[src/rtl/conv3_pkg.sv]
`timescale 1ns / 1ps

package conv3_pkg;

  localparam int PIX_W          = 8;
  localparam int COEF_W         = 16;
  localparam int TAPS           = 9;
  localparam int TAP_IDX_W      = $clog2(TAPS);
  // Largest magnitude is 9 * 32768 * 255, which needs 27 bits plus sign.
  localparam int SUM_W          = 28;
  localparam int DIV_W          = 16;
  localparam int DIV_CNT_W      = $clog2(SUM_W);
  localparam int OUT_W          = 16;
  localparam int MAX_LINE_WIDTH = 2048;
  localparam int LINE_ADDR_W    = $clog2(MAX_LINE_WIDTH);
  localparam int COL_W          = 12;
  localparam int ROW_W          = 12;
  localparam int HGT_W          = 13;
  localparam int MAX_FRAME_HGT  = 4096;
  localparam int CFG_W          = 48;
  localparam int CFG_IDX_W      = 3;

  typedef logic [TAPS-1:0][PIX_W-1:0]  win_pix_t;
  typedef logic [TAPS-1:0][COEF_W-1:0] win_coef_t;

  typedef struct packed {
    logic signed [OUT_W-1:0] quot;
    logic                    sat;
  } div_res_t;

endpackage

[src/rtl/conv3_mac.sv]
`timescale 1ns / 1ps

module conv3_mac (
  input  logic                              clk,
  input  logic                              rst_n,
  input  logic                              start,
  input  conv3_pkg::win_pix_t               pix,
  input  conv3_pkg::win_coef_t              coef,
  output logic                              done,
  output logic signed [conv3_pkg::SUM_W-1:0] sum
);

  logic                                      busy_r, busy_nxt;
  logic                                      done_r, done_nxt;
  logic [conv3_pkg::TAP_IDX_W-1:0]           k_r, k_nxt;
  logic signed [conv3_pkg::SUM_W-1:0]        acc_r, acc_nxt;
  logic [conv3_pkg::PIX_W-1:0]               pix_sel;
  logic [conv3_pkg::COEF_W-1:0]              coef_sel;
  logic signed [conv3_pkg::COEF_W+conv3_pkg::PIX_W:0] prod;

  assign pix_sel  = pix[k_r];
  assign coef_sel = coef[k_r];
  assign prod     = $signed(coef_sel) * $signed({1'b0, pix_sel});

  always_comb begin
    busy_nxt = busy_r;
    done_nxt = 1'b0;
    k_nxt    = k_r;
    acc_nxt  = acc_r;
    if (start) begin
      busy_nxt = 1'b1;
      k_nxt    = '0;
      acc_nxt  = '0;
    end else if (busy_r) begin
      acc_nxt = acc_r + conv3_pkg::SUM_W'(prod);
      k_nxt   = k_r + 1'b1;
      if (k_r == conv3_pkg::TAP_IDX_W'(conv3_pkg::TAPS - 1)) begin
        busy_nxt = 1'b0;
        done_nxt = 1'b1;
      end
    end
  end

  always_ff @(posedge clk) begin
    acc_r <= acc_nxt;
    k_r   <= k_nxt;
    if (!rst_n) begin
      busy_r <= 1'b0;
      done_r <= 1'b0;
    end else begin
      busy_r <= busy_nxt;
      done_r <= done_nxt;
    end
  end

  assign done = done_r;
  assign sum  = acc_r;

endmodule

[config.mk]
export PLATFORM = sky130hd
export DESIGN_NAME = conv3_mac
export DESIGN_NICKNAME = d
export VERILOG_FILES = /design/src/rtl/conv3_pkg.sv /design/src/rtl/conv3_mac.sv
export SDC_FILE = /design/constraint.sdc
export NUM_CORES = 1
export LEC_CHECK = 0
export BUFFER_PORTS_ARGS = -buffer_cell sky130_fd_sc_hd__buf_2
export CAP_MARGIN = 20
export CELL_PAD_IN_SITES_DETAIL_PLACEMENT = 0
export CELL_PAD_IN_SITES_GLOBAL_PLACEMENT = 1
export CORE_MARGIN = 2
export CORE_UTILIZATION = 37
export CTS_BUF_LIST = sky130_fd_sc_hd__clkbuf_8
export DETAILED_ROUTE_END_ITERATION = 8
export PLACE_DENSITY = 0.92
export SYNTH_ARGS = -nofsm -noshare
export SYNTH_HDL_FRONTEND = slang
export SYNTH_SLANG_ARGS = --single-unit
[constraint.sdc]
create_clock -name clk -period 8.4 [get_ports clk]
set_input_delay 2.52 -clock clk [delete_from_list [all_inputs] [get_ports clk]]
set_output_delay 2.52 -clock clk [all_outputs]
set_load 0.1 [all_outputs]
Word level (Yosys, flattened, before mapping)
Cells that the tools add are included.
- register bits: 34
- bits of input ports: 219
- add/subtract/negate cells: 2
- $mul: 1
- $lt $le $gt $ge: 1
- equality and inequality tests: 1
- multiplexer cells: 8
- bitwise gates (word level): 2
- reduce and logical (&&, ||, !) cells: 1
- operators with widths (operator ; number):
    16-bit binary-select mux with 4-bit select ; 1
    8-bit binary-select mux with 4-bit select ; 1
    28-bit by 25-bit adder with 28-bit output ; 1
    16-bit by 9-bit multiplier with 25-bit output ; 1
    16-bit two-way mux ; 1
    8-bit two-way mux ; 1
    4-bit by 5-bit less-than comparator with 1-bit output (second input constant) ; 1
    4-bit by 1-bit adder with 4-bit output (second input constant) ; 1
    4-bit == test (second input constant) ; 1
    1-bit two-way mux ; 4
    3-bit OR reduction ; 1
    1-bit NOT ; 2

Depth between registers and ports, before layout
- depth in word-level cells: 4
- mapped depth: 28
- gate-level depth less buffers: 25

Least setup slack after synthesis
No wires, ideal clock.
- path type: input to register
- from: input pix[59] in the netlist's numbering
- to: register acc_r, in the netlist sum[26]
- library setup time: 0.086 ns
- arrival: 8.177 ns
- required time: 8.314 ns
- slack: 0.137 ns
- stages on the path: 24
- buffers on the path: 1
- path through: mux4_2 > mux2i_1 > nor2_1 > a21oi_1 > buf_4 > nor2_1 > fa_1 > inv_1 > fa_1 > inv_1 > fa_1 > fa_1 > inv_1 > fa_1 > inv_1 > ha_1 > and4_2 > and2_4 > a211o_2 > a31oi_4 > a31o_2 > a31oi_2 > xnor2_1 > a211oi_1
- word-level cells in the longest chain between the ends: 4
- ends and longest elaborated chain (item ; RTL line ; RTL):
    from (decl) ; conv3_mac.sv:7 ; input conv3_pkg::win_pix_t pix,
    8-bit binary-select mux with 4-bit select ; conv3_mac.sv:21 ; assign pix_sel = pix[k_r];
    8-bit two-way mux (implied by the code) ; conv3_mac.sv:21 ;
    16-bit by 9-bit multiplier with 25-bit output ; conv3_mac.sv:23 ; assign prod = $signed(coef_sel) * $signed({1'b0, pix_sel});
    28-bit by 25-bit adder with 28-bit output ; conv3_mac.sv:35 ; acc_nxt = acc_r + conv3_pkg::SUM_W'(prod);
    to (signal assigned) ; conv3_mac.sv:45 ; acc_r <= acc_nxt;
    to (decl) ; conv3_mac.sv:16 ; logic signed [conv3_pkg::SUM_W-1:0] acc_r, acc_nxt;
Every way passes these cells. The select of a mux whose other input is x is not followed.
A chain may end at the register's enable or synchronous reset.

Final worst setup path
- from: input pix[27] in the netlist's numbering
- to: register acc_r, in the netlist sum[27]
Same word-level chain as after synthesis.

==> results.py <==
metrics = {
    "run_status": {
        "outcome": "complete, no violations",
    },
    "sta": {
        "fmax_ghz": 0.1231,
        "fin_skew_ns": 0.01539,
        "post-route-period-util_pct": 96.75,
        "slew_viol_final": 0,
        "worstMarginPinSlew_ns": 0.8754,
        "relSlewSlack_pct": 41.64,
        "setup_viol": 0,
        "setup_slack_ns": 0.2733,
        "finalHoldViolCount": 0,
        "period_minus_slack_ns": 8.127,
        "rsz0062_at_grt": "false",
    },
    "setup_path": {
        "start_kind": "primary input",
        "critical_path_class": "primary input to flop",
        "critical-path-max-stage-delay_ns": 0.58,
        "arrival_ns": 8.34,
        "cpMostUsedCell": "fa_1",
        "slowest_stage": "fa_1",
        "critPathMaxFanout": 7,
        "crit_chain": "buf_2 > mux4_2 > mux2i_1 > nor2_1 > a21oi_1 > buf_4 > buf_4 > nor2_1 > fa_1 > fa_1 > fa_1 > fa_1 > inv_1 > fa_1 > inv_1 > ha_1 > nand4_1 > or2_0 > o221a_2 > a211oi_4 > a21oi_1 > xnor2_1 > a21oi_1 > a31o_2",
        "required_ns": 8.62,
        "worstSetupEndpointType": "flop",
    },
    "global_routing": {
        "grt_use_total_pct": 20.38,
        "grt_overflow": 0,
        "grt_max_degree": 46,
        "antenna_found_initial": 2,
        "grt_pass1_vias": 7758,
        "grt_pass1_wl_um": 39350,
    },
    "clocking": {
        "clk_path_buf_depth": 2,
        "path_clk_slew_ns": 0.09,
        "numCtsBuffers": 5,
        "cts-root-buf": "clkbuf_8",
        "cts_tree": "done",
        "cts_sinks": 34,
        "cts_setup_buffers": 0,
        "insertion_delay_ns": 0.31,
        "htreeDepth": 2,
    },
    "synth": {
        "ys_warn_count": 0,
        "async_flop_share_pct": 0,
        "syn_area_mm2": 0.008613,
        "synth_edf_count": 0,
        "syn_avg_cell_area_um2": 9.095,
        "yosys.area.top_type": "fa_1",
        "synthCells": 947,
        "synth_top_area_share_pct": 29.75,
        "ys_seq_area_share_pct": 7.902,
        "syn_nets": 1357,
        "synth_area_leaders": "fa_1, mux4_2, ha_1",
        "yosysUniqueCellTypes": 61,
        "synth_ff_type": "dfxtp_1",
        "synth-seq-cells": 34,
    },
    "worst_hold_path": {
        "worstHoldPathType": "flop to flop",
    },
    "finish": {
        "final_area_mm2": 0.01061,
        "layout_common_cells": "buf_2, inv_1, nor2_1",
        "antenna_cells": 0,
        "layout_commonest_cell": "buf_2",
        "area_growth_pct": 23.20,
        "drive_above_1_share_pct": 32.46,
        "nets": 1632,
    },
    "detailed_routing": {
        "antenna_left": 0,
        "drc": 0,
        "vias": 7762,
        "firstDrtPassIters": 5,
        "wl_per_cell_um": 16.47,
        "vias_per_cell": 5.053,
        "drt_wl_total_um": 25300,
        "dr.first_iter.drc_count": 427,
    },
    "placed_design": {
        "dp_hpwl_um": 22200,
        "pre_cts_ws_ns": -0.1119,
        "gp_congestion": 0.8789,
        "io_buffer_count": 247,
        "place_area_mm2": 0.01052,
    },
    "floorplanning": {
        "dieArea_mm2": 0.02452,
        "rows": 55,
        "boundaryPins": 248,
        "start_util_pct": 37.81,
        "die_width_um": 156.6,
        "die_h_um": 156.6,
        "core-area_mm2": 0.02278,
    },
    "flow_run": {
        "maxCapViolations": 0,
    },
}
-- synth_stat cells, types with 12 or more instances --
cell type	number
ha_1	63
dfxtp_1	34
o21ai_0	18
buf_2	16
nor2_1	133
a21oi_1	33
nand2_1	64
inv_1	201
fa_1	128
a21o_1	12
clkbuf_1	13
mux4_2	48
mux2i_1	40
xnor2_1	19
-- sequential cells by signal, summed over array words and instances, names as in the netlist --
name	cells
sum	28
k_r	4
busy_r	1
done	1
-- timing repair --
action	4_1_cts	5_1_grt
gates resized for setup	0	1
hold buffers	0	0
hold endpoints to repair	0	0
setup endpoints to repair	0	5
-- metrics by stage --
stage / util, % / std cells / TNS, ns / hold slack [ns]
final: 46.59 / 1536 / 0 / 0.5046
after global routing: 46.59 / 1536 / 0 / 0.5339
after CTS: 46.59 / 1536 / 0 / 0.5119
after detailed placement: 46.20 / 1528 / -0.2822 / 0.4896
after global placement: 46.20 / 1528 / 0 / 0.4787
after floorplan: - / 947 / 0 / 0.5346
-- worst max-delay path, delay by kind of cell --
kind / cells / cell delay, ns
AOI/OAI and AO/OA: 6 / 1.18
xor gates and xnor gates: 1 / 0.22
adders and majority gates: 6 / 2.76
buffers and inverters: 5 / 0.52
muxes: 2 / 0.63
and+or+nand+nor: 4 / 0.49
-- metal layers --
metal | GRT usage, % | vias to the layer above | share of wire, %
met5 | 0 | - | 0.11
met1 | 29.15 | 3879 | 44
met2 | 32.45 | 245 | 48
li1 | - | 3604 | -
met3 | 4.126 | 30 | 7.1
met4 | 3.451 | 4 | 1.1
-- cells by family (layout without fill, tap and decap cells) --
family / after synthesis / count (layout) / share of synthesized area [%]
DFF: 34 / 34 / 7.902
and+or+nand+nor: 245 / 245 / 12.39
adders and majority gates: 191 / 191 / 38.90
muxes: 88 / 88 / 17.20
AOI/OAI and AO/OA: 119 / 119 / 9.660
buffers and inverters: 244 / 520 / 11.30
xor gates and xnor gates: 26 / 26 / 2.644
-- layout make-up --
| cell class | instances | area [um2] |
|---|---|---|
| sequential | 34 | 688.2 |
| tap | 313 | 391.6 |
| clock inverter | 3 | 20.02 |
| multi-input combinational | 669 | 6959 |
| fill | 2249 | 12170 |
| clock buffer | 5 | 68.82 |
| inverter | 201 | 754.5 |
| timing repair buffer | 311 | 1729 |
-- final timing paths --
| path | cells past startpoint | end | slack [ns] | startpoint |
|---|---|---|---|---|
| setup / recovery | 24 | sum[27] | 0.27 | pix[27] |
| hold / removal | 2 | sum[25] | 0.50 | sum[25] |
| setup reg to reg | 23 | sum[27] | 1.37 | k_r[1] |
| hold reg to reg | 2 | sum[25] | 0.50 | sum[25] |
Power is left out: the tool's default activity adds up to more than one toggle a clock period on the data nets, which glitch-free logic cannot reach.
