**config.mk**
```make
export PLATFORM = sky130hd
export DESIGN_NAME = conv3_div
export DESIGN_NICKNAME = d
export VERILOG_FILES = /design/src/rtl/conv3_pkg.sv /design/src/rtl/conv3_div.sv
export SDC_FILE = /design/constraint.sdc
export NUM_CORES = 1
export LEC_CHECK = 0
export ABC_AREA = 1
export BUFFER_PORTS_ARGS = -buffer_cell sky130_fd_sc_hd__buf_2
export CAP_MARGIN = 30
export CORE_MARGIN = 1
export CORE_UTILIZATION = 51
export CTS_CLUSTER_SIZE = 10
export DETAILED_ROUTE_END_ITERATION = 7
export PLACE_DENSITY = 0.69
export SYNTH_ARGS = -nofsm -noshare
export SYNTH_HDL_FRONTEND = slang
export SYNTH_SLANG_ARGS = --single-unit
```
**constraint.sdc**
```tcl
create_clock -name clk -period 2.7 [get_ports clk]
set_input_delay 0.405 -clock clk [delete_from_list [all_inputs] [get_ports clk]]
set_output_delay 0.405 -clock clk [all_outputs]
set_load 0.01 [all_outputs]
```
**src/rtl/conv3_pkg.sv**
```systemverilog
`timescale 1ns / 1ps

package conv3_pkg;

  localparam int PIX_W          = 8;
  localparam int COEF_W         = 16;
  localparam int TAPS           = 9;
  localparam int TAP_IDX_W      = $clog2(TAPS);
  // Largest magnitude is 9 * 32768 * 255, which needs 27 bits plus sign.
  localparam int SUM_W          = 28;
  localparam int DIV_W          = 16;
  localparam int DIV_CNT_W      = $clog2(SUM_W);
  localparam int OUT_W          = 16;
  localparam int MAX_LINE_WIDTH = 2048;
  localparam int LINE_ADDR_W    = $clog2(MAX_LINE_WIDTH);
  localparam int COL_W          = 12;
  localparam int ROW_W          = 12;
  localparam int HGT_W          = 13;
  localparam int MAX_FRAME_HGT  = 4096;
  localparam int CFG_W          = 48;
  localparam int CFG_IDX_W      = 3;

  typedef logic [TAPS-1:0][PIX_W-1:0]  win_pix_t;
  typedef logic [TAPS-1:0][COEF_W-1:0] win_coef_t;

  typedef struct packed {
    logic signed [OUT_W-1:0] quot;
    logic                    sat;
  } div_res_t;

endpackage

```
**src/rtl/conv3_div.sv**
```systemverilog
`timescale 1ns / 1ps

module conv3_div (
  input  logic                               clk,
  input  logic                               rst_n,
  input  logic                               start,
  input  logic signed [conv3_pkg::SUM_W-1:0] dividend,
  input  logic [conv3_pkg::DIV_W-1:0]        divisor,
  output logic                               done,
  output conv3_pkg::div_res_t                res
);

  logic                               busy_r, busy_nxt;
  logic                               done_r, done_nxt;
  logic [conv3_pkg::DIV_CNT_W-1:0]    cnt_r, cnt_nxt;
  logic [conv3_pkg::SUM_W-1:0]        q_r, q_nxt;
  logic [conv3_pkg::DIV_W-1:0]        rem_r, rem_nxt;
  logic                               neg_r, neg_nxt;
  logic [conv3_pkg::DIV_W:0]          trial;
  logic [conv3_pkg::DIV_W:0]          diff;
  logic                               pos_sat;
  logic                               neg_sat;

  assign trial = {rem_r, q_r[conv3_pkg::SUM_W-1]};
  assign diff  = trial - {1'b0, divisor};

  // Restoring division on the magnitude, one quotient bit per cycle.
  always_comb begin
    busy_nxt = busy_r;
    done_nxt = 1'b0;
    cnt_nxt  = cnt_r;
    q_nxt    = q_r;
    rem_nxt  = rem_r;
    neg_nxt  = neg_r;
    if (start) begin
      busy_nxt = 1'b1;
      cnt_nxt  = '0;
      rem_nxt  = '0;
      neg_nxt  = dividend[conv3_pkg::SUM_W-1];
      q_nxt    = dividend[conv3_pkg::SUM_W-1] ? conv3_pkg::SUM_W'(-dividend)
                                               : conv3_pkg::SUM_W'(dividend);
    end else if (busy_r) begin
      if (!diff[conv3_pkg::DIV_W]) begin
        rem_nxt = diff[conv3_pkg::DIV_W-1:0];
        q_nxt   = {q_r[conv3_pkg::SUM_W-2:0], 1'b1};
      end else begin
        rem_nxt = trial[conv3_pkg::DIV_W-1:0];
        q_nxt   = {q_r[conv3_pkg::SUM_W-2:0], 1'b0};
      end
      cnt_nxt = cnt_r + 1'b1;
      if (cnt_r == conv3_pkg::DIV_CNT_W'(conv3_pkg::SUM_W - 1)) begin
        busy_nxt = 1'b0;
        done_nxt = 1'b1;
      end
    end
  end

  always_ff @(posedge clk) begin
    cnt_r <= cnt_nxt;
    q_r   <= q_nxt;
    rem_r <= rem_nxt;
    neg_r <= neg_nxt;
    if (!rst_n) begin
      busy_r <= 1'b0;
      done_r <= 1'b0;
    end else begin
      busy_r <= busy_nxt;
      done_r <= done_nxt;
    end
  end

  // Positive side clips above 32767, negative side below -32768.
  assign pos_sat = |q_r[conv3_pkg::SUM_W-1:conv3_pkg::OUT_W-1];
  assign neg_sat = (|q_r[conv3_pkg::SUM_W-1:conv3_pkg::OUT_W]) ||
                   (q_r[conv3_pkg::OUT_W-1] && (|q_r[conv3_pkg::OUT_W-2:0]));

  always_comb begin
    if (neg_r) begin
      res.sat  = neg_sat;
      res.quot = neg_sat ? {1'b1, {(conv3_pkg::OUT_W-1){1'b0}}}
                         : -$signed(q_r[conv3_pkg::OUT_W-1:0]);
    end else begin
      res.sat  = pos_sat;
      res.quot = pos_sat ? {1'b0, {(conv3_pkg::OUT_W-1){1'b1}}}
                         : $signed(q_r[conv3_pkg::OUT_W-1:0]);
    end
  end

  assign done = done_r;

endmodule

```
[Word-level counts from Yosys, hierarchy flattened]
Index checks and enable logic that the tools add are counted.
Widths: inputs -> output; s select.
Word-level totals
  register bits after elaboration: 52
  input port bits: 47
  output and inout bits: 18
  logic and storage cells: 32
Operators by class
  add/sub/neg operators: 4
  equal/unequal tests: 1
  muxes and demuxes: 12
  bitwise operators: 2
  reductions and logical operators: 7
Operators with widths (number)
  $mux 28: 3
  $mux 16: 3
  $neg 28->28: 1
  $mux 17: 1
  $sub 17x16->17: 1
  $neg 16->16: 1
  $reduce_or 15->1: 1
  $reduce_or 13->1: 1
  $reduce_or 12->1: 1
  $add 5x1->5 const B: 1
  $eq 5x5->1 const B: 1
  $mux 1: 5
  $reduce_or 3->1: 1
  $not 1->1: 2
  $reduce_bool 2->1: 1
  $logic_and 1x1->1: 1
  $logic_or 1x1->1: 1

[Longest topological paths before layout]
Gate-level depths: netlist of run 1.
  depth after elaboration: 5
  depth in mapped cells: 16
  mapped depth without buffers: 15

[Least setup slack after synthesis of run 1]
OpenSTA, ideal clock, no wires.
  path type: input -> register
  start point: in divisor[0] (netlist bit)
  end point: reg q_r[0] (netlist bit), data pin
  setup time: 0.270 ns
  data arrival time: 1.871 ns
  required time: 2.430 ns
  path slack: 0.560 ns
  stages on the path: 13
  buffers on the path: 1
  cells stage by stage: ha_1 fa_1 inv_1 nand3_1 nand2_1 nand2_1 nand2_2 nand2_2 nand2_1 nand2_1 nand2_4 buf_6 o21ai_0
Between the ends
  word-level cells in the longest chain between the ends: 4
RTL lines
  from (decl): line conv3_div.sv:8  | input logic [conv3_pkg::DIV_W-1:0] divisor,
  $sub 17x16->17: line conv3_div.sv:25  | assign diff = trial - {1'b0, divisor};
  $mux 1: line conv3_div.sv:43  | if (!diff[conv3_pkg::DIV_W]) begin
  $mux 28: line conv3_div.sv:42  | end else if (busy_r) begin
  $mux 28: line conv3_div.sv:35  | if (start) begin
  via q_nxt, one bit: line conv3_div.sv:16  | logic [conv3_pkg::SUM_W-1:0] q_r, q_nxt;
  to (signal assigned): line conv3_div.sv:60  | q_r <= q_nxt;
  to (decl): line conv3_div.sv:16
The timed path passes the listed nets, and every way through them passes these cells. The select of a mux whose other input is x is not followed.
A chain may end at the register's enable or synchronous reset.

==> results.toml, run 1 <==
[hold_path]
hold_path_class = "input port to flop"

[yosys]
async_flop_share_pct = 0
syn_avg_cell_area_um2 = 6.22
syn_nets = 807
ys_warn_count = 0
synth_seq_cells = 52
synth_top_family_by_area = "simple AND/OR/NAND/NOR gates"
syn_inst = 740
syn_area_um2 = 4600
synthAdderAreaFrac_pct = 5.60
synth_xor_area_share_pct = 4.38
synthMuxAreaShare_pct = 0
synth_compound_gate_area_share_pct = 9.82
synth_edf_count = 29
synth-simple-area-share_pct = 38.8
synth.top_cell.area_share_pct = 20.0
synth_area_leader_cell = "nand2_1"
synth_area_leaders = "nand2_1 20%, edfxtp_1 19%, inv_1 10%"
ys.flop_type = "edfxtp_1"
yosysSeqAreaShare_pct = 28.9
synth.distinct_cells = 39

[status]
status = "complete, no violations"

[global_route]
grt_pass1_vias = 4082
grt_pass1_wl_mm = 18.4
antenna_found_initial = 0
grt_max_degree = 38
grt_usage_pct = 23.4
overflow = 0

[finish]
num-nets-final = 871
fillers = 838
postLayoutCellArea_um2 = 5200
num_antenna_cells = 0
drive_gt1_share_pct = 13.0
area_growth_pct = 13.0
layout_common_cells = "244 x nand2_1, 123 x inv_1, 69 x nand3_1"
mostFrequentLayoutCell = "nand2_1"

[setup_path]
worst_ep_arrival_time_ns = 2.12
crit_path_start = "q_r[1]"
cp.depth = 10
timing.rr.end = "rem_r[5]"
end_kind = "primary output"
critPathKind = "flop to primary output"
critPathTopFamily = "simple AND/OR/NAND/NOR gates"
timing.rr.start = "q_r[27]"
rrSetupSlack_ns = 0.32
endpoint = "res[6]"
worstPathMaxFanout = 12
slowest_stage = "edfxtp_1"
worst-path-buf-inv = 3
reg2reg_depth = 15
cp-start-kind = "flop"
crit_chain = "inv_1 > ha_4 > nand4_4 > nor2_4 > nand2_2 > o21ai_4 > nand2_4 > buf_4 > o21ai_0 > buf_2"
cp_data_required_time_ns = 2.30
cp_slowest_stage_delay_ns = 0.44

[placement]
dp_hpwl_mm = 8.60
post-place-ws_ns = 0.254
place_congestion = 0.891
dpl_cell_area_um2 = 4990
portBuffers = 64

[detailed_routing]
dr_total_vias = 4689
drt_iter0_drc = 210
vias_per_cell = 5.14
wl_mm = 11.1
wl_per_cell_um = 12.1
drc_errors = 0
drtAntennaViolNets = 0
drtPass1Iterations = 5

[sta]
rsz0062_at_grt = "yes"
fin_ws_ns = 0.172
timing.hold.ws_ns = 0.329
slew_violations = 0
finalHoldViolations = 0
setup_viol = 0
maxSlewHeadroom_pct = 48.3
finClkSkew_ns = 0.0104
layout_min_cycle_time_ns = 2.53
max_clock_freq_ghz = 0.396
tightest_slew_ns = 0.775
period_share_pct = 93.6

[floorplan]
core_area_um2 = 8720
rows = 34
die_y_um = 97.0
pin_count = 65
dieArea_um2 = 9410
initial_core_util_pct = 52.8
die_w_um = 97.0

[cts]
clkSinkCount = 52
numCtsBuffers = 5
cts_tree = "yes"
clock_latency_ns = 0.31
cts_root_buf = "clkbuf_8"
path_clk_slew_ns = 0.09
clk_path_buf_depth = 2
cts_max_level = 2

[power]
finalPower_uw = 1900
peakVddDrop_mv = 0.305
p_leak_uw = 0.00272
powerDensity_nw_per_um2 = 366

[run]
cap_violations = 0
[layer usage]
metal	vias to the layer above	GRT usage (%)	wire [µm]
li1	2478	-	-
met1	2111	33.1	5540
met2	90	38.7	5050
met3	10	2.38	345
met4	0	5.05	109
met5	-	0	0
[tightest hold or removal path, cell delays in order]
cell	delay, ns
buf_2	0.10
nand2_1	0.06
nor2_1	0.04
[synthesized netlist by cell type, types with 2 or more instances]
cell type / instances
nand2_1: 245
nand3_1: 69
xor2_1: 11
buf_6: 3
nor2_1: 54
edfxtp_1: 29
dfxtp_1: 23
inv_1: 125
nor3_1: 10
a21oi_1: 16
xnor2_1: 12
nand4_1: 10
o31ai_1: 2
buf_2: 4
o21ai_1: 5
nor2_2: 4
nand3b_1: 6
and2_1: 4
a31oi_1: 4
nand2_2: 6
buf_1: 2
clkbuf_1: 9
clkinv_1: 2
ha_1: 19
o21ai_0: 52
[registers in the layout, indices dropped and copies added, names as in the netlist]
| name | count |
|---|---|
| rem_r | 16 |
| neg_r | 1 |
| done | 1 |
| q_r | 28 |
| cnt_r | 5 |
| busy_r | 1 |
[power by group]
| group | internal (µW) | leakage [µW] | switching, µW | total (µW) |
|---|---|---|---|---|
| sequential | 905 | 0.000482 | 54.3 | 959 |
| combinational | 176 | 0.00218 | 277 | 453 |
| clock | 238 | 0.0000566 | 255 | 493 |
| total | 1320 | 0.00272 | 586 | 1900 |
[cell families after synthesis]
group | after synthesis
xor+xnor | 23
compound gates | 85
fa+ha+maj | 20
simple gates | 415
flops | 52
buf+inv | 145
[per-stage QoR]
step	instances	utilization (%)	setup TNS [ns]
finish	913	59.6	0
floorplan	740	-	0
detailed placement	898	57.3	0
CTS	906	58.5	-0.0163
global route	913	59.6	-0.0124
global placement	897	57.1	0
[what timing repair did]
action                                  CTS  global route
pin swaps                                 0             1
endpoints found under the setup margin    3            17
resized for setup                         1            10
hold buffers                              0             0
setup buffers                             0             7
[cell type report]
cell class	instances	area, µm²	share of cell area (%)
multi-input cells	543	2740	52.8
flip-flops and latches	52	1330	25.6
inverters	127	477	9.17
well taps	108	135	2.60
clock buffers	6	93.8	1.81
clock inverters	2	11.3	0.217
repair buffers	75	407	7.82
[worst min path at each step]
| stage | from | end | slack (ns) | depth (start not counted) |
|---|---|---|---|---|
| global placement | rem_r[2] | rem_r[2] | 0.47 | 2 |
| finish | rst_n | done | 0.33 | 3 |
| CTS | rst_n | done | 0.32 | 3 |
| detailed placement | rem_r[3] | rem_r[3] | 0.47 | 2 |
| global route | rst_n | done | 0.32 | 3 |
| floorplan | rem_r[0] | rem_r[0] | 0.45 | 2 |
Note: power is estimated with default switching activity, not from simulation.
==> run 2: changes to the inputs <==
- CORE_ASPECT_RATIO: default -> 1.1
- MAX_ROUTING_LAYER: default -> met4
==> run 2 against run 1 <==
  * Sequential share of layout area is 0.16 points higher
  * Die area about the same
  * Via count fell by 0.83%
  * Critical path type unchanged
  * Highest routed layer unchanged
==> results.toml, run 2 (synthesized netlist as in run 1, its figures left out) <==
[power]
switching_share_pct = 30.3
p_leak_uw = 0.00270
peakVddDrop_mv = 0.337
p_comb_share_pct = 22.9
p_switching_uw = 581
internal_power_uw = 1340
p_clk_share_pct = 26.9
powerDensity_nw_per_um2 = 371
seq_power_share_pct = 50.2

[sta]
maxSlewHeadroom_pct = 50.2
finClkSkew_ns = 0.00865
slew_violations = 0
rsz0062_at_grt = "yes"
setup_viol = 0
tightest_slew_ns = 0.746
finalHoldViolations = 0
layout_min_cycle_time_ns = 2.55
max_clock_freq_ghz = 0.392
period_share_pct = 94.5

[cts]
clk_path_buf_depth = 2
path_clk_slew_ns = 0.10
cts_tree = "yes"
cts_root_buf = "clkbuf_8"
cts_max_level = 2
clock_latency_ns = 0.30
cts_hold_buf = 0
numCtsBuffers = 5
clkSinkCount = 52

[finish]
largest_reg_flops = 28
largest_register = "q_r"
fin_util_pct = 60.2
area_growth_pct = 12.3
num_antenna_cells = 0
layout_common_cells = "245 x nand2_1, 124 x inv_1, 69 x nand3_1"
final_cells = 913
mostFrequentLayoutCell = "nand2_1"
top_regs = "q_r: 28 flops, rem_r: 16 flops, cnt_r: 5 flops"
num-nets-final = 868
drive_gt1_share_pct = 12.2

[detailed_routing]
drc_errors = 0
dr_total_vias = 4650
drt_iter0_drc = 261
drtPass1Iterations = 5
drtAntennaViolNets = 0
vias_per_cell = 5.09
wl_per_cell_um = 12.2
wl_mm = 11.1

[global_route]
grt_max_degree = 31
overflow = 0
antenna_found_initial = 0
grt_pass1_wl_mm = 18.5
grt_pass1_vias = 4143
grt_use_met2_pct = 38.5
grt_usage_pct = 24.9
grt-busiest-layer = "met2"
use_met1_pct = 35.4
use_met3_pct = 2.78

[placement]
place_inst = 902
dp_hpwl_mm = 8.78
portBuffers = 64
place_congestion = 0.926

[setup_path]
cp-start-kind = "flop"
crit_path_start = "q_r[0]"
critPathKind = "flop to primary output"
worst_ep_arrival_time_ns = 2.15
worstPathMaxFanout = 12
cp_data_required_time_ns = 2.30
end_kind = "primary output"
timing.rr.start = "q_r[27]"

[hold_path]
hold_path_class = "input port to flop"
min_from = "rst_n"

[floorplan]
dieArea_um2 = 9410
rows = 35
core_area_um2 = 8580
die_w_um = 92.6
die_y_um = 102
initial_core_util_pct = 53.6
pin_count = 65

[run]
cap_violations = 0

[status]
status = "complete, no violations"
==> run 2: critical path: stages, from the launching register on <==
cell	delay, ns
edfxtp_1	0.43
inv_2	0.12
ha_4	0.18
nand4_4	0.15
nor2_4	0.14
nand2_2	0.09
o21ai_2	0.18
nand2_4	0.13
inv_1	0.13
nand4_1	0.08
nand2_1	0.08
buf_2	0.12
==> run 2: final timing paths <==
kind,endpoint,slack (ns),cells past startpoint
setup / recovery,res[5],0.15,11
hold / removal,done,0.34,3
setup reg to reg,rem_r[0],0.34,15
hold reg to reg,rem_r[1],0.49,2
==> run 2: power groups by stage <==
stage,sequential [µW],clock (µW),combinational [µW]
3_5_place_dp,978,0,425
6_report,961,516,439
2_1_floorplan,958,0,299
5_1_grt,971,555,500
4_1_cts,960,522,427
3_3_place_gp,975,0,414
==> run 2: through the flow <==
stage / power [µW] / TNS, ns / area, µm² / hold WS, ns / setup slack [ns]
3_3_place_gp: 1390 / 0 / 4990 / 0.469 / 0.352
2_1_floorplan: 1260 / 0 / 4600 / 0.448 / 0.560
6_report: 1920 / 0 / 5170 / 0.335 / 0.150
4_1_cts: 1910 / 0 / 5110 / 0.335 / 0.00307
5_1_grt: 2030 / -0.179 / 5170 / 0.346 / -0.0638
3_5_place_dp: 1400 / 0 / 5000 / 0.477 / 0.239
==> run 2: cell type report <==
| class | count | area (µm²) |
|---|---|---|
| Clock buffer | 7 | 108 |
| Clock inverter | 1 | 3.75 |
| Fill cell | 867 | 3420 |
| Inverter | 127 | 477 |
| Multi-Input combinational cell | 543 | 2730 |
| Sequential cell | 52 | 1330 |
| Tap cell | 111 | 139 |
| Timing Repair Buffer | 72 | 380 |
==> run 2: layer usage <==
layer	wire length [µm]	vias up
met3	583	8
met2	4940	102
met4	72	0
li1	-	2470
met1	5510	2070
met5	0	-
==> run 2: timing repair <==
| action | 4_1_cts | 5_1_grt |
|---|---|---|
| buffers inserted | 0 | 3 |
| endpoints found under the setup margin | 0 | 16 |
| resized for setup | 0 | 7 |
